### config.mk
export PLATFORM = sky130hd
export DESIGN_NAME = multi_slot_oneshot_periodic_timer
export DESIGN_NICKNAME = d
export VERILOG_FILES = /design/src/hdl/msot_pkg.sv /design/src/hdl/msot_ram.sv /design/src/hdl/msot_ctrl.sv /design/src/hdl/msot_dp.sv /design/src/hdl/multi_slot_oneshot_periodic_timer.sv
export SDC_FILE = /design/constraint.sdc
export NUM_CORES = 1
export LEC_CHECK = 0
export BUFFER_PORTS_ARGS = -buffer_cell sky130_fd_sc_hd__buf_2
export CORE_UTILIZATION = 60
export CTS_BUF_LIST = sky130_fd_sc_hd__clkbuf_16
export CTS_CLUSTER_SIZE = 12
export DETAILED_ROUTE_END_ITERATION = 6
export PLACE_DENSITY_LB_ADDON = 0.3
export SETUP_SLACK_MARGIN = 0.3
export SLEW_MARGIN = 40
export SYNTH_ARGS = -nofsm -noshare
export SYNTH_HDL_FRONTEND = slang
export SYNTH_SLANG_ARGS = --single-unit
### constraint.sdc
create_clock -name clk -period 20.6 [get_ports clk]
set_clock_uncertainty 0.05 [all_clocks]
set_input_delay 3.09 -clock clk [delete_from_list [all_inputs] [get_ports clk]]
set_output_delay 3.09 -clock clk [all_outputs]
set_load 0.05 [all_outputs]
### src/hdl/msot_pkg.sv
// Shared types and constants for the multi-slot one-shot/periodic timer.
// Used by the controller, the datapath, the top level and the checker.
// No dependencies.
`timescale 1ns / 1ps

package msot_pkg;

  // Width of timer ids and of the id counter.
  localparam int ID_W = 16;

  // Cap on expiry results reported by one tick.
  localparam int MAX_RESULTS = 16;
  localparam int CNT_W = $clog2(MAX_RESULTS + 1);

  // Command codes on in_command.
  localparam logic [1:0] CMD_TICK    = 2'd0;
  localparam logic [1:0] CMD_ADD_ONE = 2'd1;
  localparam logic [1:0] CMD_ADD_PER = 2'd2;
  localparam logic [1:0] CMD_CLEAR   = 2'd3;

  // Result kinds on out_kind.
  localparam logic [1:0] KIND_ADDED   = 2'd0;
  localparam logic [1:0] KIND_NOFREE  = 2'd1;
  localparam logic [1:0] KIND_EXPIRED = 2'd2;
  localparam logic [1:0] KIND_DONE    = 2'd3;

  // Commands from the controller to the datapath.
  typedef struct packed {
    logic load;    // capture the accepted command
    logic add;     // claim a free slot
    logic walk;    // process one slot of a tick or clear walk
    logic finish;  // deliver the closing result of a walk
  } msot_ctl_t;

  // Status from the datapath to the controller.
  typedef struct packed {
    logic walk_last;  // the slot being processed is the final one
  } msot_sts_t;

endpackage

### src/hdl/msot_ram.sv
// Generic single-write, single-read RAM with a registered read port.
// No dependencies.
`timescale 1ns / 1ps

module msot_ram #(
  parameter int WIDTH = 48,
  parameter int DEPTH = 16,
  localparam int AW = (DEPTH > 1) ? $clog2(DEPTH) : 1
) (
  input  logic                   clk,
  input  logic                   we,
  input  logic [AW-1:0]          waddr,
  input  logic [WIDTH-1:0]       wdata,
  input  logic [AW-1:0]          raddr,
  output logic [WIDTH-1:0]       rdata
);

  logic [WIDTH-1:0] mem_r [DEPTH];
  logic [WIDTH-1:0] rdata_r;

  // Write port and registered read port.
  always_ff @(posedge clk) begin
    if (we) begin
      mem_r[waddr] <= wdata;
    end
    rdata_r <= mem_r[raddr];
  end

  assign rdata = rdata_r;

endmodule

### src/hdl/msot_ctrl.sv
// Controller state machine for the multi-slot timer.
// Depends on msot_pkg for the command codes and the control structs.
`timescale 1ns / 1ps

module msot_ctrl
  import msot_pkg::*;
(
  input  logic       clk,
  input  logic       rst_n,
  input  logic       start,
  input  logic [1:0] in_command,
  input  msot_sts_t  sts,
  output msot_ctl_t  ctl,
  output logic       busy
);

  localparam logic [1:0] ST_IDLE = 2'd0;
  localparam logic [1:0] ST_ADD  = 2'd1;
  localparam logic [1:0] ST_WALK = 2'd2;
  localparam logic [1:0] ST_DONE = 2'd3;

  logic [1:0] state_r;
  logic [1:0] state_nxt;

  // Next state and datapath commands.
  always_comb begin
    state_nxt = state_r;
    ctl       = '0;
    case (state_r)
      ST_IDLE: begin
        if (start) begin
          ctl.load = 1'b1;
          if (in_command inside {CMD_ADD_ONE, CMD_ADD_PER}) begin
            state_nxt = ST_ADD;
          end else begin
            state_nxt = ST_WALK;
          end
        end
      end
      ST_ADD: begin
        ctl.add   = 1'b1;
        state_nxt = ST_IDLE;
      end
      ST_WALK: begin
        ctl.walk = 1'b1;
        if (sts.walk_last) begin
          state_nxt = ST_DONE;
        end
      end
      ST_DONE: begin
        ctl.finish = 1'b1;
        state_nxt  = ST_IDLE;
      end
      default: begin
        state_nxt = ST_IDLE;
      end
    endcase
  end

  // State register.
  always_ff @(posedge clk) begin
    if (!rst_n) begin
      state_r <= ST_IDLE;
    end else begin
      state_r <= state_nxt;
    end
  end

  assign busy = (state_r != ST_IDLE);

endmodule

### src/hdl/msot_dp.sv
// Datapath of the multi-slot timer: live and periodic flags, slot memory,
// id counter, pending expiry and the result register.
// Depends on msot_pkg and msot_ram.
`timescale 1ns / 1ps

module msot_dp
  import msot_pkg::*;
#(
  parameter int SLOTS      = 16,
  parameter int COUNT_BITS = 16
) (
  input  logic            clk,
  input  logic            rst_n,
  input  msot_ctl_t       ctl,
  output msot_sts_t       sts,
  input  logic [1:0]      in_command,
  input  logic [15:0]     in_duration,
  input  logic [ID_W-1:0] in_timer_id,
  output logic            out_valid,
  output logic [1:0]      out_kind,
  output logic [ID_W-1:0] out_result_id,
  output logic            out_last
);

  localparam int IW = (SLOTS > 1) ? $clog2(SLOTS) : 1;
  localparam int WW = 2 * COUNT_BITS + ID_W;
  localparam logic [IW-1:0] LAST_IDX = IW'(SLOTS - 1);
  localparam logic [47:0] CNT_MAX_W = (48'd1 << COUNT_BITS) - 48'd1;

  // Control state.
  logic [SLOTS-1:0] live_r, live_nxt;
  logic [SLOTS-1:0] per_r, per_nxt;
  logic [ID_W-1:0]  next_id_r, next_id_nxt;
  logic [IW-1:0]    idx_r, idx_nxt;
  logic [CNT_W-1:0] cnt_r, cnt_nxt;
  logic             pend_v_r, pend_v_nxt;
  logic             out_valid_r, out_valid_nxt;

  // Payload registers.
  logic [1:0]            cmd_r, cmd_nxt;
  logic [COUNT_BITS-1:0] dur_r, dur_nxt;
  logic [ID_W-1:0]       tid_r, tid_nxt;
  logic [ID_W-1:0]       pend_id_r, pend_id_nxt;
  logic [1:0]            out_kind_r, out_kind_nxt;
  logic [ID_W-1:0]       out_id_r, out_id_nxt;
  logic                  out_last_r, out_last_nxt;

  // Slot memory ports.
  logic            we;
  logic [IW-1:0]   waddr;
  logic [WW-1:0]   wdata;
  logic [IW-1:0]   raddr;
  logic [WW-1:0]   rdata;

  logic [COUNT_BITS-1:0] dur_sat;
  logic [ID_W-1:0]       rd_ident;
  logic [COUNT_BITS-1:0] rd_rem;
  logic [COUNT_BITS-1:0] rd_per;
  logic                  rd_expire;
  logic [IW-1:0]         free_idx;
  logic                  free_any;

  // Each memory word holds period, remaining count and id.
  msot_ram #(
    .WIDTH (WW),
    .DEPTH (SLOTS)
  ) u_slot_ram (
    .clk   (clk),
    .we    (we),
    .waddr (waddr),
    .wdata (wdata),
    .raddr (raddr),
    .rdata (rdata)
  );

  assign rd_ident  = rdata[ID_W-1:0];
  assign rd_rem    = rdata[ID_W +: COUNT_BITS];
  assign rd_per    = rdata[ID_W + COUNT_BITS +: COUNT_BITS];
  assign rd_expire = (rd_rem[COUNT_BITS-1:1] == '0);

  // Durations beyond the counter range saturate.
  assign dur_sat = (48'(in_duration) > CNT_MAX_W) ? '1 : COUNT_BITS'(in_duration);

  // Lowest-numbered free slot.
  always_comb begin
    free_idx = '0;
    free_any = 1'b0;
    for (int i = SLOTS - 1; i >= 0; i--) begin
      if (!live_r[i]) begin
        free_idx = IW'(i);
        free_any = 1'b1;
      end
    end
  end

  assign sts.walk_last = (idx_r == LAST_IDX);

  // The walk reads one slot ahead of the one being processed.
  assign raddr = (ctl.walk && !sts.walk_last) ? idx_r + IW'(1) : '0;

  // Next-state logic for every command.
  always_comb begin
    live_nxt      = live_r;
    per_nxt       = per_r;
    next_id_nxt   = next_id_r;
    idx_nxt       = idx_r;
    cnt_nxt       = cnt_r;
    pend_v_nxt    = pend_v_r;
    pend_id_nxt   = pend_id_r;
    cmd_nxt       = cmd_r;
    dur_nxt       = dur_r;
    tid_nxt       = tid_r;
    out_valid_nxt = 1'b0;
    out_kind_nxt  = out_kind_r;
    out_id_nxt    = out_id_r;
    out_last_nxt  = out_last_r;
    we            = 1'b0;
    waddr         = idx_r;
    wdata         = {rd_per, rd_rem, rd_ident};

    // Capture the accepted command.
    if (ctl.load) begin
      cmd_nxt    = in_command;
      dur_nxt    = dur_sat;
      tid_nxt    = in_timer_id;
      idx_nxt    = '0;
      cnt_nxt    = '0;
      pend_v_nxt = 1'b0;
    end

    // Add: claim the lowest free slot or report that all are taken.
    if (ctl.add) begin
      out_valid_nxt = 1'b1;
      out_last_nxt  = 1'b1;
      if (free_any) begin
        live_nxt[free_idx] = 1'b1;
        per_nxt[free_idx]  = (cmd_r == CMD_ADD_PER);
        we                 = 1'b1;
        waddr              = free_idx;
        wdata              = {dur_r, dur_r, next_id_r};
        out_kind_nxt       = KIND_ADDED;
        out_id_nxt         = next_id_r;
        next_id_nxt        = next_id_r + ID_W'(1);
      end else begin
        out_kind_nxt = KIND_NOFREE;
        out_id_nxt   = '0;
      end
    end

    // Walk: one slot per cycle for clear or tick.
    if (ctl.walk) begin
      if (!sts.walk_last) begin
        idx_nxt = idx_r + IW'(1);
      end
      if (cmd_r == CMD_CLEAR) begin
        if (live_r[idx_r] && (rd_ident == tid_r)) begin
          live_nxt[idx_r] = 1'b0;
        end
      end else if (live_r[idx_r]) begin
        if (rd_expire) begin
          // Expiries past the cap are left for the next tick.
          if (cnt_r < CNT_W'(MAX_RESULTS)) begin
            // A held expiry is known not to be the final one now.
            if (pend_v_r) begin
              out_valid_nxt = 1'b1;
              out_kind_nxt  = KIND_EXPIRED;
              out_id_nxt    = pend_id_r;
              out_last_nxt  = 1'b0;
            end
            pend_v_nxt  = 1'b1;
            pend_id_nxt = rd_ident;
            cnt_nxt     = cnt_r + CNT_W'(1);
            if (per_r[idx_r]) begin
              we    = 1'b1;
              wdata = {rd_per, rd_per, rd_ident};
            end else begin
              live_nxt[idx_r] = 1'b0;
            end
          end
        end else begin
          we    = 1'b1;
          wdata = {rd_per, rd_rem - COUNT_BITS'(1), rd_ident};
        end
      end
    end

    // Closing result: the held expiry, or a plain done.
    if (ctl.finish) begin
      out_valid_nxt = 1'b1;
      out_last_nxt  = 1'b1;
      if (pend_v_r) begin
        out_kind_nxt = KIND_EXPIRED;
        out_id_nxt   = pend_id_r;
      end else begin
        out_kind_nxt = KIND_DONE;
        out_id_nxt   = '0;
      end
      pend_v_nxt = 1'b0;
    end
  end

  // Control registers.
  always_ff @(posedge clk) begin
    if (!rst_n) begin
      live_r      <= '0;
      per_r       <= '0;
      next_id_r   <= '0;
      idx_r       <= '0;
      cnt_r       <= '0;
      pend_v_r    <= 1'b0;
      out_valid_r <= 1'b0;
    end else begin
      live_r      <= live_nxt;
      per_r       <= per_nxt;
      next_id_r   <= next_id_nxt;
      idx_r       <= idx_nxt;
      cnt_r       <= cnt_nxt;
      pend_v_r    <= pend_v_nxt;
      out_valid_r <= out_valid_nxt;
    end
  end

  // Payload registers.
  always_ff @(posedge clk) begin
    cmd_r      <= cmd_nxt;
    dur_r      <= dur_nxt;
    tid_r      <= tid_nxt;
    pend_id_r  <= pend_id_nxt;
    out_kind_r <= out_kind_nxt;
    out_id_r   <= out_id_nxt;
    out_last_r <= out_last_nxt;
  end

  assign out_valid     = out_valid_r;
  assign out_kind      = out_kind_r;
  assign out_result_id = out_id_r;
  assign out_last      = out_last_r;

endmodule

### src/hdl/multi_slot_oneshot_periodic_timer.sv
// Multi-slot one-shot/periodic timer, top level.
// Add commands pass through the add state; the result is registered and strobed after it.
// Tick and clear walk the slot memory one slot per cycle, through the single read port
// of the slot memory.
// Expiries stream out during the walk; the final result follows the walk.
// Synchronous active-low reset frees all slots and zeroes the id counter.
`timescale 1ns / 1ps

module multi_slot_oneshot_periodic_timer
  import msot_pkg::*;
#(
  parameter int SLOTS      = 16,
  parameter int COUNT_BITS = 16
) (
  input  logic            clk,
  input  logic            rst_n,
  input  logic            start,
  output logic            busy,
  input  logic [1:0]      in_command,
  input  logic [15:0]     in_duration,
  input  logic [ID_W-1:0] in_timer_id,
  output logic            out_valid,
  output logic [1:0]      out_kind,
  output logic [ID_W-1:0] out_result_id,
  output logic            out_last
);

  msot_ctl_t ctl;
  msot_sts_t sts;

  // Command sequencing.
  msot_ctrl u_ctrl (
    .clk        (clk),
    .rst_n      (rst_n),
    .start      (start),
    .in_command (in_command),
    .sts        (sts),
    .ctl        (ctl),
    .busy       (busy)
  );

  // Slot state and result generation.
  msot_dp #(
    .SLOTS      (SLOTS),
    .COUNT_BITS (COUNT_BITS)
  ) u_dp (
    .clk           (clk),
    .rst_n         (rst_n),
    .ctl           (ctl),
    .sts           (sts),
    .in_command    (in_command),
    .in_duration   (in_duration),
    .in_timer_id   (in_timer_id),
    .out_valid     (out_valid),
    .out_kind      (out_kind),
    .out_result_id (out_result_id),
    .out_last      (out_last)
  );

endmodule

; After elaboration in Yosys (flattened, before gate mapping)
; Memory sizes are Yosys's and may differ from the RTL's. A register that Yosys moved wholly into a read port is not among the register bits.
; Cells that the tools add are included.
[word_totals]
word_cells = 185
regBits = 130
mem_bits_rw = 768
rom_bits = 0
in_bits = 37
latchBits = 0
out_inout_bits = 21
mem_count = 1
[classes]
shifts = 0
multipliers = 0
n_bitwise = 5
n_reduce_logical = 14
n_eq_ne = 11
n_mux = 130
div_mod_pow = 0
n_lt_le_gt_ge = 5
n_addsub = 4
[mem_list]
columns = memory, depth, width, rd, rd_ports_with_merged_regs, write_ports, line
row1 = u_dp.u_slot_ram.mem_r, 16, 48, 1, 1, 1, msot_ram.sv:18  ; logic [WIDTH-1:0] mem_r [DEPTH];
[ops]
columns = operator, n
row1 = two-way mux 48 bit, 8
row2 = two-way mux 16 bit, 19
row3 = two-way mux 4 bit, 22
row4 = two-way mux 1 bit, 58
row5 = two-way mux 5 bit, 6
row6 = two-way mux 2 bit, 11
row7 = adder 16 x 1 -> 16 bit (second input constant), 1
row8 = AND 16 bit, 1
row9 = bitwise mux 16 bit, 1
row10 = equality test 16 bit, 1
row11 = NOT 16 bit, 1
row12 = bitwise OR 16 bit, 1
row13 = subtractor 16 x 1 -> 16 bit (second input constant), 1
row14 = logical NOT 15 bit, 1
row15 = equality test 2 bit (second input constant), 5
row16 = < comparator 4 x 5 -> 1 bit (second input constant), 2
row17 = binary-select mux 1 bit (select 4 bit), 2
row18 = demux 1 bit (select 4 bit), 2
row19 = greater-or-equal comparator 4 x 1 -> 1 bit (second input constant), 2
row20 = case mux 2 bit (3 select lines), 1
row21 = adder 5 x 1 -> 5 bit (second input constant), 1
row22 = < comparator 5 bit (second input constant), 1
row23 = AND reduction 5 bit, 1
row24 = adder 4 x 1 -> 4 bit (second input constant), 1
row25 = 11 further kinds, 19

; Longest topological paths before layout
[logic_depth]
word_depth = 30
depth_mapped = 11
ltp_nobuf = 9

; Modules after synthesis
; Synthesis repeated with hierarchy kept, for this count alone.
[unflattened]
hier_cells = 1937
hier_area_um2 = 36613.9
[by_module_without_submodules]
columns = module, seq_area_each_um2, cells_per_inst, area_per_inst_um2, instances
row1 = msot_ram, 24023.0, 1242, 29694.7, 1
row2 = msot_dp, 3062.9, 681, 6792.8, 1
row3 = msot_ctrl, 40.0, 14, 126.4, 1

; Least setup slack after synthesis
; OpenSTA, ideal clock, no wires.
[synth_path]
path_kind = register to register
startpoint = register u_dp.live_r[0]
endpoint = memory u_dp.u_slot_ram.mem_r[11][0] (enable)
period_less_slack_ns = 6.986
arrival_ns = 6.364
setup_time_ns = 0.573
stages_incl_launch_ff = 9
n_path_buf = 3
slack_ns = 13.614
t_required_ns = 19.977
cell_sequence = dfxtp_1 > buf_2 > and4_1 > clkbuf_1 > nand2_1 > o31ai_2 > buf_2 > a31oi_1 > nor4_1
[synth_between]
elab_chain_cells = 11
elab_cells_between_ends = 16
cone_classes = 16 x mux
[synth_lines]
columns = element, line
row1 = start: declaration, msot_dp.sv:31  ; logic [SLOTS-1:0] live_r, live_nxt;
row2 = start signal: assignment, msot_dp.sv:213  ; live_r <= live_nxt;
row3 = two-way mux 1 bit, msot_dp.sv:89  ; if (!live_r[i]) begin
row4 = two-way mux 1 bit, msot_dp.sv:135  ; if (free_any) begin
row5 = two-way mux 1 bit, msot_dp.sv:132  ; if (ctl.add) begin
row6 = two-way mux 1 bit, msot_dp.sv:173  ; if (per_r[idx_r]) begin
row7 = two-way mux 1 bit, msot_dp.sv:162  ; if (cnt_r < CNT_W'(MAX_RESULTS)) begin
row8 = two-way mux 1 bit, msot_dp.sv:160  ; if (rd_expire) begin
row9 = two-way mux 1 bit, msot_dp.sv:159  ; end else if (live_r[idx_r]) begin
row10 = two-way mux 1 bit, msot_dp.sv:155  ; if (cmd_r == CMD_CLEAR) begin
row11 = two-way mux 1 bit, msot_dp.sv:151  ; if (ctl.walk) begin
row12 = two-way mux 1 bit, msot_ram.sv:23  ; if (we) begin
row13 = two-way mux 1 bit (not written as such), msot_ram.sv:24  ; mem_r[waddr] <= wdata;
row14 = end: declaration, msot_ram.sv:18
; Several ways; a longest one is shown, not always the timed one. The select of a mux whose other input is x is not followed.

; Worst setup path in the final report
[layout_path]
startpoint = register u_ctrl.state_r[0]
endpoint = output port busy
[layout_between]
elab_chain_cells = 1
[layout_lines]
columns = element, line
row1 = start: declaration, msot_ctrl.sv:22  ; logic [1:0] state_r;
row2 = start signal: assignment, msot_ctrl.sv:65  ; state_r <= state_nxt;
row3 = nonzero test 2 bit, msot_ctrl.sv:69  ; assign busy = (state_r != ST_IDLE);
row4 = end: declaration, multi_slot_oneshot_periodic_timer.sv:18  ; output logic busy,
; Every way passes these cells.

==> run_results.csv <==
group,metric,value,unit
timing,hold_violations,0,
yosys,syn_area,37400,µm²
cells_and_area,nNetsFinal,2553,
placed_design,place.gp.congestion,0.833,
yosys,synth_commonest_cells,"edfxtp_1, nand2_1, a211oi_1",
setup_path,setup.worst_path.end_class,"output pin",
power_and_ir_drop,powerDensity,98.0,nW/µm²
route,drtIter0Drc,2617,
yosys,synth_edf_count,818,
placed_design,place_inst,3248,
timing,maxSlewViolCount,0,
yosys,synth_top_area_share,65.7,%
timing,fmax,202,MHz
timing,final.setup.tns,0,ns
setup_path,cp_slowest_cell,"dfxtp_1",
route,ant_nets,0,
global_route,antenna_found_initial,0,
setup_path,crit_type,"reg -> out",
cells_and_area,regArea,27100,µm²
cells_and_area,fin_cells,3427,
global_route,grt_pass1_vias,22000,
timing,whs,0.381,ns
yosys,netlist_top_cells_area,"edfxtp_1, dfxtp_1, mux4_2",
setup_path,path_buf_inv,1,
route,drc,0,
route,wirelength,89.1,mm
floorplanning,boundaryPins,58,
clocking,htreeDepth,3,
route,met3WireLength,8.65,mm
yosys,synth_ff_type,"edfxtp_1",
worst_hold_path,hold_end,"u_dp.out_result_id[15]",
setup_path,r2r-start,"u_ctrl.state_r[1]",
yosys,ys_seq_elements,946,
setup_path,reg2reg_depth,9,
power_and_ir_drop,peakVddDrop,68.6,µV
cells_and_area,antennaDiodeCount,0,
placed_design,hpwl,46.4,mm
setup_path,crit_arrival,1.81,ns
yosys,synth_fp_nets,2509,
floorplanning,die_y,252,µm
setup_path,reg2reg_to,"u_dp.u_slot_ram.rdata[21]",
cells_and_area,nFillCells,4061,
global_route,track_usage,28.5,%
clocking,postCtsSetupRepairBufs,0,
run,drv_cap,0,
yosys,syn_inst,2465,
yosys,syn_area_per_cell,15.2,µm²
clocking,path_clk_slew,0.06,ns
timing,min_period_over_period,24.0,%
setup_path,crit_family,"flip-flops",
clocking,clk_latency,0.64,ns
route,wl_met2,42.8,mm
yosys,async_flop_share,0,%
global_route,grt_max_degree,112,
worst_hold_path,hold_start,"u_dp.pend_id_r[15]",
global_route,grt_pass1_wl,134,mm
yosys,synth_cell_types,70,
route,vias,22500,
route,vias_per_cell,6.55,
floorplanning,initial_utilization,60.7,%
timing,max_slew_margin,42.0,%
timing,finalCriticalPeriod,4.95,ns
placed_design,port_buffers,57,
power_and_ir_drop,leakage,13.6,nW
cells_and_area,drive_above_1_share,14.2,%
global_route,grt_overflow,0,
outcome,status,"completed",
floorplanning,dieArea,63300,µm²
cells_and_area,multi_input_area,9650,µm²
route,top_layer,"met4",
clocking,ctsResizeCount,0,
cells_and_area,syn2layout_area_growth,10.8,%
worst_hold_path,min_path_cells,2,
clocking,cts_buffer_depth,3,
setup_path,cpPeakStageDelay,0.70,ns
route,wirelength_met1,34.7,mm
worst_hold_path,hp-class,"reg -> reg",
clocking,numClockSinks,946,
floorplanning,rows,91,
setup_path,crit_path_start_kind,"flip-flop",
clocking,cts-root-buf,"clkbuf_16",
setup_path,rrSetupSlack,16.50,ns
route,drtPass1Iterations,5,
timing,grt_setup_unrepaired,"false",
clocking,numCtsBuffers,95,
yosys,synth_most_common_cell,"edfxtp_1",
clocking,cts_hold_buf,0,
floorplanning,core,61600,µm²
floorplanning,die_x,252,µm
setup_path,crit_chain,"or2_2, buf_2",
clocking,tritoncts,"yes",
route,wl_per_cell,26.0,µm
setup_path,cp.required,17.46,ns
yosys,synth_top_area_cell,"edfxtp_1",
timing,setup_viol,0,
setup_path,critPathMaxFanout,17,
yosys,ys_seq_area_share,72.6,%
timing,max_slew.worst_pin.slew,0.870,ns
yosys,synth_warnings,0,
-- cell type report --
type | instances | share of cell area [%]
clock buffers | 97 | 5.86
clock inverters | 81 | 0.834
inverters | 19 | 0.178
multi-input cells | 1338 | 23.3
flip-flops and latches | 946 | 65.5
well taps | 837 | 2.53
repair buffers | 109 | 1.79
-- where the power goes --
part / switching, mW / internal, mW
sequential: 0.0289 / 2.19
combinational: 0.218 / 0.0879
clock: 0.692 / 0.847
total: 0.939 / 3.12
-- worst max path at each step --
stage	depth (start not counted)	slack [ns]	endpoint	startpoint
finish	2	15.65	busy	u_ctrl.state_r[0]
global route	2	15.57	busy	u_ctrl.state_r[0]
CTS	2	15.63	busy	u_ctrl.state_r[0]
detailed placement	7	15.93	u_dp.idx_r[1]	start
global placement	7	15.72	u_dp.idx_r[1]	start
floorplan	8	13.61	u_dp.u_slot_ram.mem_r[11][0]	u_dp.live_r[0]
-- metrics by stage --
| stage | setup WS, ns | cell area (µm²) | total power [mW] | util, % |
|---|---|---|---|---|
| global placement | 15.72 | 38500 | 2.54 | 62.6 |
| floorplan | 13.61 | 37400 | 2.45 | - |
| global route | 15.57 | 41400 | 4.17 | 67.2 |
| detailed placement | 15.93 | 38600 | 2.55 | 62.7 |
| CTS | 15.63 | 41400 | 4.07 | 67.2 |
| finish | 15.65 | 41400 | 4.06 | 67.2 |
-- state kept, by name (all words and copies together), names as in the netlist, 4 cells and up --
signal	cells
u_dp.dur_r	16
u_dp.per_r	16
u_dp.u_slot_ram.mem_r	768
u_dp.u_slot_ram.rdata	48
u_dp.out_result_id	16
u_dp.pend_id_r	16
u_dp.next_id_r	16
u_dp.cnt_r	5
u_dp.idx_r	4
u_dp.tid_r	16
u_dp.live_r	16
-- cells by family after synthesis --
group	count (synthesis)	share of synthesized area, %
buf+inv	181	2.04
compound gates	473	8.98
fa+ha+maj	7	0.234
simple gates	703	8.91
xor+xnor	38	0.890
flops	946	72.6
mux	117	6.38
-- cells in the final DEF, fill, tap and decap left out, types with 5 or more instances in the layout --
cell type,Yosys,final
buf_2,39,57
a21oi_1,121,120
nor2b_1,29,27
clkinv_1,0,14
a221o_1,5,5
a211oi_1,149,149
nand2_1,384,384
xor2_1,5,5
ha_1,7,7
and3_1,13,11
nand3_1,49,49
o22ai_1,6,6
edfxtp_1,818,818
a21boi_0,5,5
nor3_1,29,15
nor2_1,32,31
buf_4,3,37
and2_0,33,33
a31oi_1,14,14
dfxtp_1,128,126
inv_1,18,71
and4_1,5,5
a311oi_1,97,97
nor3_2,0,14
buf_6,3,14
clkbuf_16,0,97
xnor2_1,33,33
a22oi_1,7,7
o21ai_0,33,33
mux2i_1,20,20
clkinv_2,0,9
and2_1,80,79
nand4_1,14,14
nand2b_1,7,7
a221oi_1,5,5
o21a_1,7,7
mux4_2,97,97
-- layer usage --
metal	up-vias	track usage [%]
li1	9675	-
met1	11300	40.1
met2	1280	44.8
met3	210	5.63
met4	0	10.2
met5	-	0
-- worst reg2reg max path: stages, from the launching register on --
cell and delay, ns:
dfxtp_1 0.53, nor2b_1 0.59, and3_4 0.64, buf_6 0.58
buf_6 0.62, and2_0 0.30, a211oi_1 0.05, a311oi_1 0.35
a21oi_1 0.09, a21oi_1 0.22
Power figures use the tool's default switching activity.
